==> config.mk <==
export PLATFORM = sky130hd
export DESIGN_NAME = jfdu_back
export DESIGN_NICKNAME = d
export VERILOG_FILES = /design/src/hdl/jfdu_pkg.sv /design/src/hdl/jfdu_back.sv
export SDC_FILE = /design/constraint.sdc
export NUM_CORES = 1
export LEC_CHECK = 0
export ABC_AREA = 0
export BUFFER_PORTS_ARGS = -buffer_cell sky130_fd_sc_hd__buf_4
export CORE_MARGIN = 2
export CORE_UTILIZATION = 50
export CTS_BUF_LIST = sky130_fd_sc_hd__clkbuf_8
export DETAILED_ROUTE_END_ITERATION = 12
export GPL_ROUTABILITY_DRIVEN = 0
export PLACE_DENSITY = 0.71
export SETUP_SLACK_MARGIN = 0.02
export SLEW_MARGIN = 20
export SYNTH_ARGS = -nofsm -noshare
export SYNTH_HDL_FRONTEND = slang
export SYNTH_SLANG_ARGS = --single-unit
==> constraint.sdc <==
create_clock -name clk -period 13.7 [get_ports clk]
set_input_delay 3.425 -clock clk [delete_from_list [all_inputs] [get_ports clk]]
set_output_delay 3.425 -clock clk [all_outputs]
set_load 0.005 [all_outputs]
==> src/hdl/jfdu_pkg.sv <==
package jfdu_pkg;

  localparam int FRAC_BITS = 16;
  localparam int GAIN_FRAC = 8;

  localparam logic [1:0] OP_BUSH_TRANS = 2'd0;
  localparam logic [1:0] OP_BUSH_ROT   = 2'd1;
  localparam logic [1:0] OP_SPIN       = 2'd2;
  localparam logic [1:0] OP_TILT       = 2'd3;

  localparam int CFG_IDX_W = 4;
  localparam logic [CFG_IDX_W-1:0] REG_SPRING_TRANS    = 4'd0;
  localparam logic [CFG_IDX_W-1:0] REG_DAMPING_TRANS   = 4'd1;
  localparam logic [CFG_IDX_W-1:0] REG_SPRING_ROT      = 4'd2;
  localparam logic [CFG_IDX_W-1:0] REG_DAMPING_ROT     = 4'd3;
  localparam logic [CFG_IDX_W-1:0] REG_TILT_UPPER      = 4'd4;
  localparam logic [CFG_IDX_W-1:0] REG_TILT_LOWER      = 4'd5;
  localparam logic [CFG_IDX_W-1:0] REG_TILT_SPEED_UP   = 4'd6;
  localparam logic [CFG_IDX_W-1:0] REG_TILT_SPEED_DOWN = 4'd7;

  localparam logic [31:0]        RST_SPRING_TRANS    = 32'd281600000;
  localparam logic [31:0]        RST_DAMPING_TRANS   = 32'd281600;
  localparam logic [31:0]        RST_SPRING_ROT      = 32'd640000;
  localparam logic [31:0]        RST_DAMPING_ROT     = 32'd640;
  localparam logic signed [31:0] RST_TILT_UPPER      = 32'sd88474;
  localparam logic signed [31:0] RST_TILT_LOWER      = -32'sd45875;
  localparam logic signed [31:0] RST_TILT_SPEED_UP   = 32'sd65536;
  localparam logic signed [31:0] RST_TILT_SPEED_DOWN = -32'sd65536;

  typedef struct packed {
    logic [1:0]        opcode;
    logic signed [31:0] position;
    logic signed [31:0] velocity;
  } in_t;

  typedef struct packed {
    logic signed [47:0] force_res;
    logic               sweep_up;
  } out_t;

  typedef struct packed {
    logic [31:0]        spring_trans;
    logic [31:0]        damping_trans;
    logic [31:0]        spring_rot;
    logic [31:0]        damping_rot;
    logic signed [31:0] tilt_upper;
    logic signed [31:0] tilt_lower;
    logic signed [31:0] tilt_speed_up;
    logic signed [31:0] tilt_speed_down;
  } cfg_t;

  // partial results between the multiply stage and the result stage
  typedef struct packed {
    logic               is_bush;
    logic signed [63:0] prod_k;
    logic signed [63:0] prod_d;
    logic signed [32:0] err_target;
    logic signed [32:0] err_delta;
    logic               sweep_up;
  } st_t;

endpackage

==> src/hdl/jfdu_back.sv <==
module jfdu_back #(
  parameter int FRAC_BITS = jfdu_pkg::FRAC_BITS
) (
  input  logic           clk,
  input  logic           rst,
  input  logic           st_valid,
  output logic           st_ready,
  input  jfdu_pkg::st_t  st,
  output logic           out_valid,
  input  logic           out_stall,
  output jfdu_pkg::out_t out_data
);

  localparam logic signed [65:0] FORCE_MAX = 66'sh0_7FFF_FFFF_FFFF;
  localparam logic signed [65:0] FORCE_MIN = -FORCE_MAX - 66'sd1;
  localparam logic signed [43:0] TQ_LIM    = 44'sd200 <<< FRAC_BITS;

  logic signed [63:0] term_k;
  logic signed [63:0] term_d;
  logic signed [65:0] bush_sum;
  logic signed [65:0] bush_neg;
  logic signed [47:0] bush_force;
  logic signed [43:0] tq;
  logic signed [43:0] tq_clamped;
  jfdu_pkg::out_t     res;

  assign st_ready = !out_valid || !out_stall;

  always_comb begin
    // arithmetic shift gives floor rounding of the Q24.8 gain products
    term_k   = st.prod_k >>> jfdu_pkg::GAIN_FRAC;
    term_d   = st.prod_d >>> jfdu_pkg::GAIN_FRAC;
    bush_sum = 66'(term_k) + 66'(term_d);
    bush_neg = -bush_sum;
    if (bush_neg > FORCE_MAX) begin
      bush_force = FORCE_MAX[47:0];
    end else if (bush_neg < FORCE_MIN) begin
      bush_force = FORCE_MIN[47:0];
    end else begin
      bush_force = bush_neg[47:0];
    end

    tq = -(44'(st.err_target) * 44'sd100) - (44'(st.err_delta) * 44'sd200);
    if (tq > TQ_LIM) begin
      tq_clamped = TQ_LIM;
    end else if (tq < -TQ_LIM) begin
      tq_clamped = -TQ_LIM;
    end else begin
      tq_clamped = tq;
    end

    res.force_res = st.is_bush ? bush_force : 48'(tq_clamped);
    res.sweep_up  = st.sweep_up;
  end

  always_ff @(posedge clk) begin
    if (rst) begin
      out_valid <= 1'b0;
    end else if (st_ready) begin
      out_valid <= st_valid;
    end
  end

  always_ff @(posedge clk) begin
    if (st_ready && st_valid) begin
      out_data <= res;
    end
  end

endmodule

# [Word-level counts from Yosys, hierarchy flattened]
# Cells that the tools add are included.
[op_classes] order_cmp=4 mux=5 mul=2 n_addsub=4 n_reduce_logical=4
[op_table] operator="$mux W48" count=3
[op_table] operator="$mux W44" count=2
[op_table] operator="$mul A33 B6 Y39 const B" count=2
[op_table] operator="$gt A66 B48 Y1 const B" count=1
[op_table] operator="$lt A66 B48 Y1 const B" count=1
[op_table] operator="$neg A57 Y66" count=1
[op_table] operator="$add A56 B56 Y57" count=1
[op_table] operator="$gt A44 B25 Y1 const B" count=1
[op_table] operator="$lt A44 B25 Y1 const B" count=1
[op_table] operator="$neg A41 Y44" count=1
[op_table] operator="$sub A44 B42 Y44" count=1
[op_table] operator="$logic_not A1 Y1" count=2
[op_table] operator="$logic_and A1 B1 Y1" count=1
[op_table] operator="$logic_or A1 B1 Y1" count=1
[totals] inputBits=200 ff_bits=50 output_inout_bits=51

# [Depth between registers and ports, before layout]
[logic_depth] word_depth=7 ltp_mapped=36 mapped_depth_nobuf=34

# [Worst setup path after synthesis]
# No wires, ideal clock.
[synth_timing] kind="input -> register" from="in st[35] in the netlist's numbering" to="reg out_data[24] in the netlist's numbering, data pin" n_path_buf=2 setup_slack_ns=2.330 setup_time_ns=0.273 t_arrival_ns=11.096 path_stages=33 cell_sequence="ha_1 fa_1 ha_1 ha_1 fa_1 a21o_1 a21oi_1 o21bai_1 a21oi_1 o221ai_1 a32oi_1 o211ai_1 a31o_2 a21o_1 or3_1 nand4_1 ha_1 ha_1 nand3_1 nor2_1 a21oi_1 o21ai_0 nand2_1 and4_1 nor3_1 nor4bb_1 or4b_1 ha_1 clkbuf_1 inv_1 nand2_1 clkbuf_1 o2111ai_1"
[synth_lines] item="start: declaration" line="jfdu_back.sv:8" rtl="input jfdu_pkg::st_t st,"
[synth_lines] item="end signal: assignment" line="jfdu_back.sv:66" rtl="out_data <= res;"
[synth_lines] item="end: declaration" line="jfdu_back.sv:11" rtl="output jfdu_pkg::out_t out_data"

==> run_summary.xml <==
<?xml version="1.0" encoding="UTF-8"?>
<metrics>
  <group name="logic_synthesis">
    <metric name="post_synthesis_net_count" unit="">2821</metric>
    <metric name="synth.yosys.warnings" unit="">0</metric>
    <metric name="synthDistinctLibCells" unit="">91</metric>
    <metric name="postSynth.topFlopCell" unit="">sky130_fd_sc_hd__edfxtp_1</metric>
    <metric name="syn-instance-count" unit="">2161</metric>
    <metric name="avgSynthCellArea" unit="um2">7.98</metric>
    <metric name="yosys_register_bits" unit="">50</metric>
    <metric name="synth.yosys.seq_area_share" unit="%">8.64</metric>
    <metric name="synth-async-reset-ratio" unit="%">0</metric>
    <metric name="count_of_flip_flops_with_a_built_in_enable_after_synthesis" unit="">49</metric>
    <metric name="mappedNetlistArea" unit="um2">17300</metric>
  </group>
  <group name="hold_path">
    <metric name="worst_hold_path.endpoint" unit="">out_valid$_SDFFE_PP0N_</metric>
    <metric name="hold_depth" unit="">2</metric>
    <metric name="hold_path_class" unit="">reg2reg</metric>
    <metric name="holdCritStartpoint" unit="">out_valid$_SDFFE_PP0N_</metric>
  </group>
  <group name="timing">
    <metric name="setup_viol_count_final" unit="">0</metric>
    <metric name="tightestPinTransition" unit="ns">0.992</metric>
    <metric name="layout_worst_path_cycle_share" unit="%">90.5</metric>
    <metric name="timing_max_transition_violations_final" unit="">0</metric>
    <metric name="rsz_0062_raised_after_global_routing" unit="">no</metric>
    <metric name="finClkSkew" unit="ns">0.0123</metric>
    <metric name="fin_setup_tns" unit="ns">0</metric>
    <metric name="min_period" unit="ns">12.40</metric>
    <metric name="timing.max_slew.rel_slack" unit="%">33.6</metric>
    <metric name="timing_hold_violations_final" unit="">0</metric>
    <metric name="achievable-frequency" unit="MHz">80.6</metric>
    <metric name="worst_hold_slack_across_all_endpoints" unit="ns">0.550</metric>
  </group>
  <group name="clock_tree">
    <metric name="htree_num_levels" unit="">2</metric>
    <metric name="holdBufCountCts" unit="">0</metric>
    <metric name="cts_setup_buffers" unit="">0</metric>
    <metric name="cts_made_buffers" unit="">5</metric>
    <metric name="clock_sink_count" unit="">50</metric>
    <metric name="tritoncts" unit="">yes</metric>
    <metric name="cts_repair_resized_insts" unit="">0</metric>
    <metric name="clk_pin_slew" unit="ns">0.11</metric>
    <metric name="insertion_delay" unit="ns">0.33</metric>
    <metric name="cts_max_path_buffers" unit="">2</metric>
    <metric name="cts_root_buffer" unit="">sky130_fd_sc_hd__clkbuf_8</metric>
  </group>
  <group name="outcome">
    <metric name="outcome" unit="">complete, no violations</metric>
  </group>
  <group name="layout">
    <metric name="fraction_of_layout_cells_with_a_size_suffix_above_1" unit="%">12.2</metric>
    <metric name="n_antenna_cell" unit="">0</metric>
    <metric name="syn2layout_area_growth" unit="%">12.5</metric>
    <metric name="layout.core_utilization" unit="%">56.6</metric>
    <metric name="finalNetCount" unit="">2995</metric>
  </group>
  <group name="die">
    <metric name="initial_core_util" unit="%">50.3</metric>
    <metric name="floorplan.io_pins" unit="">251</metric>
    <metric name="fp.coreArea" unit="um2">34300</metric>
    <metric name="dieArea" unit="um2">36000</metric>
    <metric name="floorplan.die.width" unit="um">190</metric>
    <metric name="die_height" unit="um">190</metric>
    <metric name="floorplan.rows" unit="">68</metric>
  </group>
  <group name="pwr">
    <metric name="internal_power" unit="mW">2.01</metric>
    <metric name="fin_total_pwr" unit="mW">4.74</metric>
    <metric name="net-switching-power" unit="mW">2.73</metric>
    <metric name="comb_power_share" unit="%">91.6</metric>
    <metric name="p_per_area" unit="nW/um2">244</metric>
    <metric name="power_leakage" unit="nW">9.84</metric>
    <metric name="pwr-share-clk" unit="%">2.8</metric>
    <metric name="ir_drop_worst_case_vdd" unit="uV">161</metric>
    <metric name="switching_share" unit="%">57.6</metric>
    <metric name="sequentialPowerShare" unit="%">5.6</metric>
  </group>
  <group name="worst_setup_path">
    <metric name="cp_data_arrival_time" unit="ns">12.46</metric>
    <metric name="reg2reg_depth" unit="">3</metric>
    <metric name="critical_path.startpoint_type" unit="">input port</metric>
    <metric name="timing.critical_path.required" unit="ns">13.76</metric>
    <metric name="type_of_the_worst_setup_path" unit="">in2reg</metric>
    <metric name="timing.critical_path.slowest_cell_delay" unit="ns">0.67</metric>
    <metric name="worst_r2r_startpoint" unit="">out_valid$_SDFFE_PP0N_</metric>
    <metric name="timing.rr.end" unit="">out_data[46]$_DFFE_PP_</metric>
    <metric name="reg2reg_setup_slack" unit="ns">12.10</metric>
    <metric name="worst_path_maximum_fanout" unit="">18</metric>
    <metric name="endpoint_kind" unit="">register</metric>
    <metric name="critPathMostFrequentCell" unit="">sky130_fd_sc_hd__ha_1</metric>
    <metric name="critical_path_slowest_stage_cell" unit="">sky130_fd_sc_hd__ha_1</metric>
  </group>
  <group name="detailed_routing">
    <metric name="post-route-drc-count" unit="">0</metric>
    <metric name="drt_wl_total" unit="um">44600</metric>
    <metric name="drt_via_density" unit="">5.85</metric>
    <metric name="overall_via_count_from_detail_route" unit="">16323</metric>
    <metric name="detail_route.first_pass.iterations" unit="">6</metric>
    <metric name="detail_route.wl_per_cell" unit="um">16.0</metric>
    <metric name="antenna_violating_nets_post_route" unit="">0</metric>
    <metric name="detailedRoute.firstIterationViolations" unit="">1201</metric>
  </group>
  <group name="global_route">
    <metric name="grt_antenna_before_repair" unit="">0</metric>
    <metric name="grt_pass1_wl" unit="um">73200</metric>
    <metric name="grt_overflow_total" unit="">0</metric>
    <metric name="maximum_number_of_pins_on_one_net_before_global_route_repair" unit="">47</metric>
    <metric name="via_count_of_the_first_global_routing_pass" unit="">15507</metric>
    <metric name="globalRouteTotalUtil" unit="%">24.1</metric>
  </group>
  <group name="run">
    <metric name="max_cap_viol_count" unit="">0</metric>
  </group>
  <group name="place">
    <metric name="io_buffer_count" unit="">234</metric>
    <metric name="detailedPlacementHpwl" unit="um">38300</metric>
  </group>
</metrics>
==> flip-flops by register name, indices dropped and copies added, names as in the netlist <==
| name | cells |
|---|---|
| out_data | 49 |
| out_valid | 1 |
==> critical path, delay by kind of cell <==
kind            cells  cell delay [ns]
compound gates     12             3.19
fa+ha+maj           8             3.01
buf+inv             3             0.54
simple gates       10             2.25
==> cell usage in the layout (no fill, tap or decap), types with 23 or more instances in the layout <==
master,count
sky130_fd_sc_hd__ha_1,397
sky130_fd_sc_hd__inv_1,247
sky130_fd_sc_hd__buf_4,239
sky130_fd_sc_hd__nand2_1,182
sky130_fd_sc_hd__a21oi_1,174
sky130_fd_sc_hd__nor2_1,119
sky130_fd_sc_hd__o21ai_0,91
sky130_fd_sc_hd__a21o_1,72
sky130_fd_sc_hd__xnor2_1,70
sky130_fd_sc_hd__xor2_1,64
sky130_fd_sc_hd__fa_1,63
sky130_fd_sc_hd__edfxtp_1,49
sky130_fd_sc_hd__nand3_1,44
sky130_fd_sc_hd__nand4_1,38
sky130_fd_sc_hd__nor3_1,38
sky130_fd_sc_hd__o311ai_1,36
sky130_fd_sc_hd__nand2b_1,27
sky130_fd_sc_hd__o21bai_1,23
==> power by group through the flow <==
| stage | logic (mW) | registers, mW | clock network [mW] |
|---|---|---|---|
| floorplan | 3.27 | 0.265 | 0 |
| global placement | 4.18 | 0.269 | 0 |
| detailed placement | 4.24 | 0.270 | 0 |
| CTS | 4.28 | 0.267 | 0.133 |
| global route | 4.84 | 0.270 | 0.136 |
| finish | 4.35 | 0.266 | 0.131 |
==> routing by layer <==
layer / global-route usage [%] / vias up / share of wire, %
met4: 6.41 / 0 / 2.3
met5: 0 / - / 0
li1: - / 8232 / -
met3: 1.37 / 72 / 5.1
met2: 40.4 / 526 / 45
met1: 33.6 / 7493 / 47
==> cell families (layout without fill, tap and decap cells) <==
group,after synthesis,after routing,synth area share [%]
AO/OA/AOI/OAI,616,616,24.2
AND/OR/NAND/NOR,575,575,16.5
adder cells (fa/ha/maj),460,460,36.1
buffers and inverters,319,494,7.42
XOR/XNOR,134,134,6.80
flip-flops,50,50,8.64
multiplexers,7,7,0.413
==> worst max path at each step <==
stage	end	startpoint	depth (start not counted)
detailed placement	out_data[32]$_DFFE_PP_	st[35]	32
global placement	out_data[10]$_DFFE_PP_	st[35]	35
global route	out_data[16]$_DFFE_PP_	st[35]	34
floorplan	out_data[24]$_DFFE_PP_	st[35]	33
CTS	out_data[32]$_DFFE_PP_	st[35]	33
finish	out_data[32]$_DFFE_PP_	st[35]	33
==> metrics by stage <==
| step | worst slack (ns) | instance area, um2 | instances |
|---|---|---|---|
| final | 1.30 | 19400 | 2791 |
| after global routing | 0.918 | 19400 | 2791 |
| after CTS | 1.45 | 19400 | 2791 |
| after detailed placement | 1.13 | 19300 | 2783 |
| after global placement | 1.26 | 19300 | 2783 |
| after floorplan | 2.33 | 17300 | 2161 |
==> layout make-up <==
| cell class | instances | area (um2) |
|---|---|---|
| fill | 3183 | 14900 |
| multi-input combinational | 1792 | 14500 |
| timing repair buffer | 239 | 1790 |
| sequential | 50 | 1490 |
| inverter | 247 | 927 |
| tap | 455 | 569 |
| clock buffer | 5 | 68.8 |
| clock inverter | 3 | 68.8 |
==> Yosys cell counts (44+ instances only) <==
cell type,number,area share [%]
sky130_fd_sc_hd__ha_1,397,29
sky130_fd_sc_hd__inv_1,247,5.4
sky130_fd_sc_hd__nand2_1,182,4.0
sky130_fd_sc_hd__a21oi_1,174,5.0
sky130_fd_sc_hd__nor2_1,119,2.6
sky130_fd_sc_hd__o21ai_0,91,2.6
sky130_fd_sc_hd__a21o_1,72,3.1
sky130_fd_sc_hd__xnor2_1,70,3.6
sky130_fd_sc_hd__xor2_1,64,3.2
sky130_fd_sc_hd__fa_1,63,7.3
sky130_fd_sc_hd__edfxtp_1,49,8.5
sky130_fd_sc_hd__clkbuf_1,47,1.0
sky130_fd_sc_hd__nand3_1,44,1.3
(Power assumes the default switching activity.)
