==> src/hdl/jfdu_pkg.sv <==
package jfdu_pkg;

  localparam int FRAC_BITS = 16;
  localparam int GAIN_FRAC = 8;

  localparam logic [1:0] OP_BUSH_TRANS = 2'd0;
  localparam logic [1:0] OP_BUSH_ROT   = 2'd1;
  localparam logic [1:0] OP_SPIN       = 2'd2;
  localparam logic [1:0] OP_TILT       = 2'd3;

  localparam int CFG_IDX_W = 4;
  localparam logic [CFG_IDX_W-1:0] REG_SPRING_TRANS    = 4'd0;
  localparam logic [CFG_IDX_W-1:0] REG_DAMPING_TRANS   = 4'd1;
  localparam logic [CFG_IDX_W-1:0] REG_SPRING_ROT      = 4'd2;
  localparam logic [CFG_IDX_W-1:0] REG_DAMPING_ROT     = 4'd3;
  localparam logic [CFG_IDX_W-1:0] REG_TILT_UPPER      = 4'd4;
  localparam logic [CFG_IDX_W-1:0] REG_TILT_LOWER      = 4'd5;
  localparam logic [CFG_IDX_W-1:0] REG_TILT_SPEED_UP   = 4'd6;
  localparam logic [CFG_IDX_W-1:0] REG_TILT_SPEED_DOWN = 4'd7;

  localparam logic [31:0]        RST_SPRING_TRANS    = 32'd281600000;
  localparam logic [31:0]        RST_DAMPING_TRANS   = 32'd281600;
  localparam logic [31:0]        RST_SPRING_ROT      = 32'd640000;
  localparam logic [31:0]        RST_DAMPING_ROT     = 32'd640;
  localparam logic signed [31:0] RST_TILT_UPPER      = 32'sd88474;
  localparam logic signed [31:0] RST_TILT_LOWER      = -32'sd45875;
  localparam logic signed [31:0] RST_TILT_SPEED_UP   = 32'sd65536;
  localparam logic signed [31:0] RST_TILT_SPEED_DOWN = -32'sd65536;

  typedef struct packed {
    logic [1:0]        opcode;
    logic signed [31:0] position;
    logic signed [31:0] velocity;
  } in_t;

  typedef struct packed {
    logic signed [47:0] force_res;
    logic               sweep_up;
  } out_t;

  typedef struct packed {
    logic [31:0]        spring_trans;
    logic [31:0]        damping_trans;
    logic [31:0]        spring_rot;
    logic [31:0]        damping_rot;
    logic signed [31:0] tilt_upper;
    logic signed [31:0] tilt_lower;
    logic signed [31:0] tilt_speed_up;
    logic signed [31:0] tilt_speed_down;
  } cfg_t;

  // partial results between the multiply stage and the result stage
  typedef struct packed {
    logic               is_bush;
    logic signed [63:0] prod_k;
    logic signed [63:0] prod_d;
    logic signed [32:0] err_target;
    logic signed [32:0] err_delta;
    logic               sweep_up;
  } st_t;

endpackage

==> src/hdl/jfdu_regs.sv <==
module jfdu_regs (
  input  logic                           clk,
  input  logic                           rst,
  input  logic                           cfg_valid,
  output logic                           cfg_ready,
  input  logic [jfdu_pkg::CFG_IDX_W-1:0] cfg_index,
  input  logic [31:0]                    cfg_data,
  output jfdu_pkg::cfg_t                 cfg
);

  assign cfg_ready = 1'b1;

  always_ff @(posedge clk) begin
    if (rst) begin
      cfg.spring_trans    <= jfdu_pkg::RST_SPRING_TRANS;
      cfg.damping_trans   <= jfdu_pkg::RST_DAMPING_TRANS;
      cfg.spring_rot      <= jfdu_pkg::RST_SPRING_ROT;
      cfg.damping_rot     <= jfdu_pkg::RST_DAMPING_ROT;
      cfg.tilt_upper      <= jfdu_pkg::RST_TILT_UPPER;
      cfg.tilt_lower      <= jfdu_pkg::RST_TILT_LOWER;
      cfg.tilt_speed_up   <= jfdu_pkg::RST_TILT_SPEED_UP;
      cfg.tilt_speed_down <= jfdu_pkg::RST_TILT_SPEED_DOWN;
    end else if (cfg_valid && cfg_ready) begin
      case (cfg_index)
        jfdu_pkg::REG_SPRING_TRANS:    cfg.spring_trans    <= cfg_data;
        jfdu_pkg::REG_DAMPING_TRANS:   cfg.damping_trans   <= cfg_data;
        jfdu_pkg::REG_SPRING_ROT:      cfg.spring_rot      <= cfg_data;
        jfdu_pkg::REG_DAMPING_ROT:     cfg.damping_rot     <= cfg_data;
        jfdu_pkg::REG_TILT_UPPER:      cfg.tilt_upper      <= signed'(cfg_data);
        jfdu_pkg::REG_TILT_LOWER:      cfg.tilt_lower      <= signed'(cfg_data);
        jfdu_pkg::REG_TILT_SPEED_UP:   cfg.tilt_speed_up   <= signed'(cfg_data);
        jfdu_pkg::REG_TILT_SPEED_DOWN: cfg.tilt_speed_down <= signed'(cfg_data);
        default: ;
      endcase
    end
  end

endmodule

==> config.mk <==
export PLATFORM = sky130hd
export DESIGN_NAME = jfdu_regs
export DESIGN_NICKNAME = d
export VERILOG_FILES = /design/src/hdl/jfdu_pkg.sv /design/src/hdl/jfdu_regs.sv
export SDC_FILE = /design/constraint.sdc
export NUM_CORES = 1
export LEC_CHECK = 0
export ABC_AREA = 1
export BUFFER_PORTS_ARGS = -buffer_cell sky130_fd_sc_hd__buf_4
export CORE_MARGIN = 1
export CORE_UTILIZATION = 40
export CTS_BUF_LIST = sky130_fd_sc_hd__clkbuf_8
export DETAILED_ROUTE_END_ITERATION = 12
export PLACE_DENSITY = 0.67
export SETUP_SLACK_MARGIN = 0.2
export SLEW_MARGIN = 20
export SYNTH_ARGS = -nofsm -noshare
export SYNTH_HDL_FRONTEND = slang
export SYNTH_SLANG_ARGS = --single-unit
==> constraint.sdc <==
create_clock -name clk -period 1.3 [get_ports clk]
set_clock_uncertainty 0.05 [all_clocks]
set_input_delay 0 -clock clk [delete_from_list [all_inputs] [get_ports clk]]
set_output_delay 0 -clock clk [all_outputs]
set_load 0.02 [all_outputs]
* Yosys cells after proc, flatten, opt, wreduce, memory -nomap -nowiden
Index checks and enable logic that the tools add are counted.
** Operators by class
- $add $sub $neg :: 0
- Multipliers :: 0
- Div/mod/pow operators :: 0
- Magnitude comparators :: 0
- Eq/ne operators :: 7
- Shifts and indexed selects :: 0
- Mux-type cells :: 0
- Bitwise logic cells :: 0
- Reductions and logical operators :: 9
** Operators with widths (count)
- 4-bit by 3-bit equality test with 1-bit output, second input constant :: 4
- 2-bit AND reduction :: 8
- 4-bit by 2-bit equality test with 1-bit output, second input constant :: 2
- 4-bit by 1-bit equality test with 1-bit output, second input constant :: 1
- 4-bit zero test :: 1
** Word-level totals
- Flip-flop bits (word level) :: 256
- Latch bits :: 0
- Bits in writable memories :: 0
- Memory bits (read-only) :: 0
- Memories kept :: 0

* Depth between registers and ports, before layout
Gate-level depths: netlist (run 1).
- Depth after elaboration :: 2
- Mapped depth :: 7

* Worst setup path after synthesis (run 1)
Ideal clock, no wire load.
- Kind :: input to register
- Start :: input cfg_valid
- End :: register cfg[199] in the netlist's numbering
- Arrival time :: 0.801 ns
- Data required time :: 1.137 ns
- Slack :: 0.336 ns
- Cell stages on the path :: 6
- Path buffers :: 3
- Cells stage by stage :: buf_4 > buf_2 > clkbuf_1 > nand4_1 > nand2_1 > nor2_1
** Between the ends
- Cells in the longest elaborated chain, start to end :: 1
** Ends and longest elaborated chain
- start, declared :: RTL line jfdu_regs.sv:4 : input logic cfg_valid,
- 2-bit AND reduction (no line)
- end, declared :: RTL line jfdu_regs.sv:8 : output jfdu_pkg::cfg_t cfg
No other way between the ends.
A chain may end at the register's enable or synchronous reset.

* Final worst setup path (run 1)
- Start :: register cfg[174] in the netlist's numbering
- End :: output cfg[174] in the netlist's numbering
No word-level cell between the ends.

==> results of run 1 <==
[tightest hold or removal path, stage by stage]
cell	delay, ps
buf_4	100
inv_1	70
nand3_4	160
o21ai_0	90
nand3_1	60
[path summary, 6_finish.rpt]
path	from	to	slack, ps	cells after the start
max	cfg[174]	cfg[174]	200	1
min	cfg_index[3]	cfg[48]	-80	5
max reg2reg	cfg[183]	cfg[183]	540	3
min reg2reg	cfg[24]	cfg[24]	400	2
[area by class of cell]
| cell class | count | area (um2) | share of cell area |
|---|---|---|---|
| multi-input combinational | 980 | 4000 | 0.264 |
| clock buffer | 56 | 771 | 0.0509 |
| tap | 324 | 405 | 0.0268 |
| inverter | 95 | 364 | 0.0240 |
| sequential | 256 | 5430 | 0.358 |
| timing repair buffer | 375 | 4100 | 0.270 |
| clock inverter | 20 | 93.8 | 0.00619 |
[cell families (layout without fill, tap and decap cells)]
logic type | count (synthesis) | after routing | share of synthesized area
simple gates | 978 | 978 | 0.401
flops | 256 | 256 | 0.520
buf+inv | 184 | 546 | 0.0784
other cells | 1 | 1 | 0.000381
compound gates | 1 | 1 | 0.000508
[power groups by stage]
stage	Combinational, mW	Sequential, mW	Clock [mW]
finish	1.92	8.18	7.15
CTS	1.82	8.17	7.23
global placement	1.64	8.30	0
floorplan	0.647	8.49	0
global route	2.05	8.19	7.63
detailed placement	1.66	8.30	0
[stage by stage]
stage                util  power (mW)
floorplan               -        9.14
global placement    0.518        9.94
detailed placement  0.518        9.96
CTS                 0.603        17.2
global route        0.625        17.9
finish              0.625        17.3
[layer usage]
metal / share of wire / up-vias / routed length, um / track usage
li1: - / 4977 / - / -
met1: 0.41 / 4693 / 15200 / 0.345
met2: 0.46 / 425 / 17100 / 0.439
met3: 0.086 / 81 / 3150 / 0.0784
met4: 0.036 / 0 / 1340 / 0.111
met5: 0 / - / 0 / 0
[cells in the final DEF (no fill, tap or decap), types with 24 or more instances in the layout]
cell	n
buf_4	95
nand2_1	463
buf_6	213
nand4_1	55
dfxtp_2	228
nor2_1	377
nand3_1	70
dfxtp_1	24
dlygate4sd3_1	35
inv_1	105
clkbuf_8	56
[repair_timing]
item                       CTS  global route
resized for setup          315           139
hold endpoints to repair   256             1
pin swaps                    0             3
gates cloned                 0             6
setup buffers                1             5
setup endpoints to repair  179           283
==> key figures, run 1 <==
Clock network
  • H-tree depth: 2
  • CTS tree: built
  • CTS Buffer Depth: 3
  • Root Buffer: clkbuf_8
  • CTS clock-pin slew for the worst setup and hold paths: 60 ps
  • Hold buffer count at cts: 39
  • Clk_lat worst skew: 540 ps
  • Clk sinks: 256
  • CTS buffer count: 44

Run status
  • Violated checks: hold timing
  • Status: finished, violations left

Placement
  • GPL Wtd Cong: 0.812
  • Placed Cells incl. Taps: 1979
  • DP Worst Slack: 144 ps
  • Port bufs: 294
  • Post-DP HPWL: 23500 um
  • DP Area: 0.0126 mm2

Yosys
  • Most used DFF post-synth: dfxtp_1
  • EDFF count, synth: 0
  • Average size of a mapped cell: 6.94 um2
  • Mapped Cells: 1420
  • Mapped Area: 0.00985 mm2
  • Yosys top cell by area: dfxtp_1
  • Seq cells post-synth: 256
  • Post-synth top area share: 0.520
  • Fraction of registers with async set/reset: 0
  • Most frequent cell after synthesis: nand2_1
  • Ys Warns: 0
  • Synth unique cells: 18
  • Share of the yosys chip area belonging to registers: 0.520
  • Most frequent cells after synthesis: nand2_1, nor2_1, dfxtp_1, inv_1, nand3_1
  • Synth area leaders: dfxtp_1, nand2_1, nor2_1, nand3_1, inv_1
  • Synth Net Count: 1459

Die
  • Die Width: 159 um
  • Core ar.: 0.0242 mm2
  • Die area: 0.0253 mm2
  • Io pins: 296
  • Starting Density: 0.406
  • Rows: 57
  • Die H: 159 um

Setup path
  • CP peak stage delay: 370 ps
  • CP top delay family: flip-flops
  • CP Data Required Time: 1250 ps
  • CP Max Fanout: 2
  • Buf+Inv Stages, Crit Path: 1
  • Setup crit end kind: output pin
  • Startpoint Class: flop
  • Setup Crit Path Kind: flop to output pin
  • Crit path max-delay cell type: dfxtp_2
  • Cells along the critical path: buf_6
  • Arr. time, crit path: 1050 ps

Global routing
  • First-pass GRT wire length: 53600 um
  • Grt ovf: 0
  • GRT Total Usage: 0.273
  • Antenna violations before repair: 0
  • Vias in the first global route: 9330
  • Largest net degree at the start of global routing: 63

Pwr
  • Leak: 7.36 nW
  • Pint: 12.7 mW
  • VDD IR max: 724 uV
  • Clock power share: 0.414
  • Sequential Power Share: 0.474
  • Sw frac: 0.265
  • P_sw: 4.57 mW
  • P per Cell Area: 1140 mW/mm2
  • Combinational share of power: 0.111

Flow run
  • Maxcap violations: 0

Route
  • DRT iter0 DRCs: 753
  • WL final: 36800 um
  • DR vias/cell: 4.83
  • Antenna Nets Post-Route: 0
  • Total number of vias: 10200
  • Avg WL per Cell: 17.5 um
  • # DRC: 0
  • Drt pass-1 iters: 6

Timing
  • Achievable Freq: 906 MHz
  • Final WS setup: 196 ps
  • Hold WS: -80.9 ps
  • Tcrit/Tclk final: 0.849
  • Min cycle time layout: 1100 ps
  • Setup TNS: 0 ps
  • Final setup vio count: 0
  • Fin. Hold Viols: 10
  • Final Slew Violations: 0
  • RSZ-0062 raised after global routing: yes

Min path
  • Hold/Removal Path Class: input port to flop

Final layout
  • Largest regs: cfg: 256 flops
  • Layout net count: 1791
  • Final std cells w/o fill: 2106
  • Final Cell Area: 0.0152 mm2
  • Top reg by flops: cfg
  • Antenna Cells: 0
  • Max reg flops: 256
  • Fill count: 2079
  • Area Growth Syn to Fin: 53.8%
  • Layout cells sized above 1: 0.363
Note: power is estimated with default switching activity, not from simulation.
==> run 2: changes to the inputs <==
--- a/config.mk
+++ b/config.mk
@@ -11,7 +11,7 @@
 export CORE_UTILIZATION = 40
 export CTS_BUF_LIST = sky130_fd_sc_hd__clkbuf_8
 export DETAILED_ROUTE_END_ITERATION = 12
-export PLACE_DENSITY = 0.67
+export PLACE_DENSITY = 0.69
 export SETUP_SLACK_MARGIN = 0.2
 export SLEW_MARGIN = 20
 export SYNTH_ARGS = -nofsm -noshare
==> constraint.sdc (replaced) <==
create_clock -name clk -period 0.95 [get_ports clk]
set_clock_uncertainty 0.05 [all_clocks]
set_input_delay 0 -clock clk [delete_from_list [all_inputs] [get_ports clk]]
set_output_delay 0 -clock clk [all_outputs]
set_load 0.02 [all_outputs]
==> run 2 against run 1 <==
  * The flow finishes with violations (hold timing, setup timing)
  * Worst hold slack got worse by 150 ps
  * Sequential cell count did not move
  * Critical path type unchanged
  * Critical path depth unchanged
  * First-iteration DRC count is 20% lower
  * Critical endpoint is now cfg[46]
==> key figures, run 2 (synthesized netlist as in run 1, its figures left out) <==
Placement
  • DP Worst Slack: -179 ps (-323 ps)
  • Port bufs: 294 (unchanged)
  • GPL Wtd Cong: 0.817 (+0.58%)
  • Post-DP HPWL: 22100 um (-5.6%)

Setup path
  • Buf+Inv Stages, Crit Path: 1 (unchanged)
  • Cells along the critical path: buf_6
  • Setup Crit Path Kind: flop to output pin
  • FF-to-FF path depth: 4 (+1)
  • Crit path launch: cfg[46]
  • Worst setup path end: cfg[46]
  • Worst reg2reg path startpoint: cfg[28]
  • CP Max Fanout: 2 (unchanged)
  • Startpoint Class: flop
  • Setup crit end kind: output pin
  • CP top delay family: flip-flops
  • CP peak stage delay: 370 ps (about the same)
  • CP Data Required Time: 900 ps (-350 ps)
  • Crit path max-delay cell type: dfxtp_2
  • R2R setup slack: 120 ps (-420 ps)
  • Reg-to-reg critical path endpoint: cfg[28]
  • Arr. time, crit path: 1030 ps (-20 ps)
  • Instance count on the critical path: 1 (unchanged)

Final layout
  • Top reg by flops: cfg
  • Layout net count: 1820 (+1.6%)
  • Layout cells sized above 1: 0.425 (+0.0630)
  • Commonest non-fill, non-tap cell in the layout: nand2_1
  • Most frequent cells in the layout: nand2_1, nor2_1, buf_6
  • Area Growth Syn to Fin: 59.2%
  • Register Area: 0.00545 mm2 (+0.37%)
  • Max reg flops: 256 (unchanged)
  • Core Util, Final: 0.647 (+0.0220)
  • Antenna Cells: 0 (unchanged)
  • Largest regs: cfg: 256 flops
  • Fill count: 1980 (-4.8%)
  • Multi-input logic area: 0.00412 mm2 (+3.1%)

Route
  • WL final: 34100 um (-7.2%)
  • Avg WL per Cell: 16.0 um (-8.5%)
  • # DRC: 0 (unchanged)
  • DRT iter0 DRCs: 606 (-20%)
  • Antenna Nets Post-Route: 0 (unchanged)
  • Drt pass-1 iters: 5 (-1)
  • Total number of vias: 10200 (+0.57%)
  • DR vias/cell: 4.79 (-0.84%)

Timing
  • Achievable Freq: 927 MHz
  • Final Slew Violations: 0 (unchanged)
  • Tcrit/Tclk final: 1.14
  • Fin. Hold Viols: 214 (+204)
  • RSZ-0062 raised after global routing: yes
  • Final setup vio count: 256 (+256)
  • Min cycle time layout: 1080 ps
  • Setup TNS: -22050 ps (-22050 ps)
  • Final WS setup: -129 ps (-325 ps)
  • Hold WS: -231 ps (-150 ps)

Global routing
  • Antenna violations before repair: 0 (unchanged)
  • GRT Total Usage: 0.261 (-0.0123)
  • Largest net degree at the start of global routing: 43 (-32%)
  • Vias in the first global route: 9845 (+5.5%)
  • Grt ovf: 0 (unchanged)
  • First-pass GRT wire length: 52700 um (-1.6%)

Clock network
  • CTS buffer count: 42 (-4.5%)
  • Clk sinks: 256 (unchanged)
  • CTS tree: built
  • Clk_lat worst skew: 530 ps (about the same)
  • CTS Buffer Depth: 3 (unchanged)
  • CTS clock-pin slew for the worst setup and hold paths: 70 ps (about the same)
  • H-tree depth: 2 (unchanged)
  • Root Buffer: clkbuf_8

Die
  • Io pins: 296 (unchanged)
  • Die area: 0.0253 mm2 (unchanged)
  • Die Width: 159 um (unchanged)
  • Rows: 57 (unchanged)
  • Core ar.: 0.0242 mm2 (unchanged)
  • Die H: 159 um (unchanged)
  • Starting Density: 0.406 (unchanged)

Run status
  • Status: finished, violations left
  • Violated checks: hold timing, setup timing

Min path
  • Hold path startpoint: rst
  • Hold/Removal Path Class: input port to flop

Pwr
  • VDD IR max: 1160 uV (+60%)
  • P per Cell Area: 1490 mW/mm2 (+31%)
  • Leak: 7.52 nW (+2.2%)
  • Final Power: 23.4 mW (+35%)

Flow run
  • Maxcap violations: 0 (unchanged)
## run 2: through the flow
stage                     area [um2]  std cells
after detailed placement       12800       1997
after global routing           15700       2136
after CTS                      15400       2119
final                          15700       2136
after floorplan                10100       1420
after global placement         12800       1997
## run 2: routing by layer
metal | wire, um | track usage | vias up
li1 | - | - | 5041
met3 | 2490 | 0.0675 | 75
met5 | 0 | 0 | -
met2 | 15800 | 0.421 | 400
met4 | 1090 | 0.103 | 0
met1 | 14800 | 0.334 | 4718
## run 2: what timing repair did
action                                 CTS  global route
gates resized for setup                519            78
hold buffers                            32             4
setup buffers                           15            17
endpoints found under the hold margin  256           204
pin swaps                                3            34
setup endpoints to repair              256           331
## run 2: power breakdown
part | internal [mW] | switching [mW] | total (mW) | leakage, nW
Clock | 5.08 | 4.39 | 9.47 | 0.493
Sequential | 11.0 | 0.184 | 11.2 | 2.13
Combinational | 1.14 | 1.53 | 2.68 | 4.90
Total | 17.2 | 6.11 | 23.4 | 7.52
## run 2: worst min-delay path by stage
stage,end,slack [ps],cells past startpoint
3_5_place_dp,cfg[137],190,3
5_1_grt,cfg[176],-240,3
6_report,cfg[246],-230,3
3_3_place_gp,cfg[229],190,3
4_1_cts,cfg[206],-250,3
2_1_floorplan,cfg[17],60,2
## run 2: area by class of cell
| class | instances | area share |
|---|---|---|
| flip-flops and latches | 256 | 0.347 |
| repair buffers | 406 | 0.286 |
| multi-input cells | 980 | 0.263 |
| clock buffers | 54 | 0.0474 |
| well taps | 324 | 0.0258 |
| inverters | 95 | 0.0258 |
| clock inverters | 21 | 0.00542 |
## run 2: worst register-to-register path, stage by stage (launching register included)
cell	delay, ps
dfxtp_2	330
buf_6	110
buf_6	100
nand2_2	60
nand3_2	70
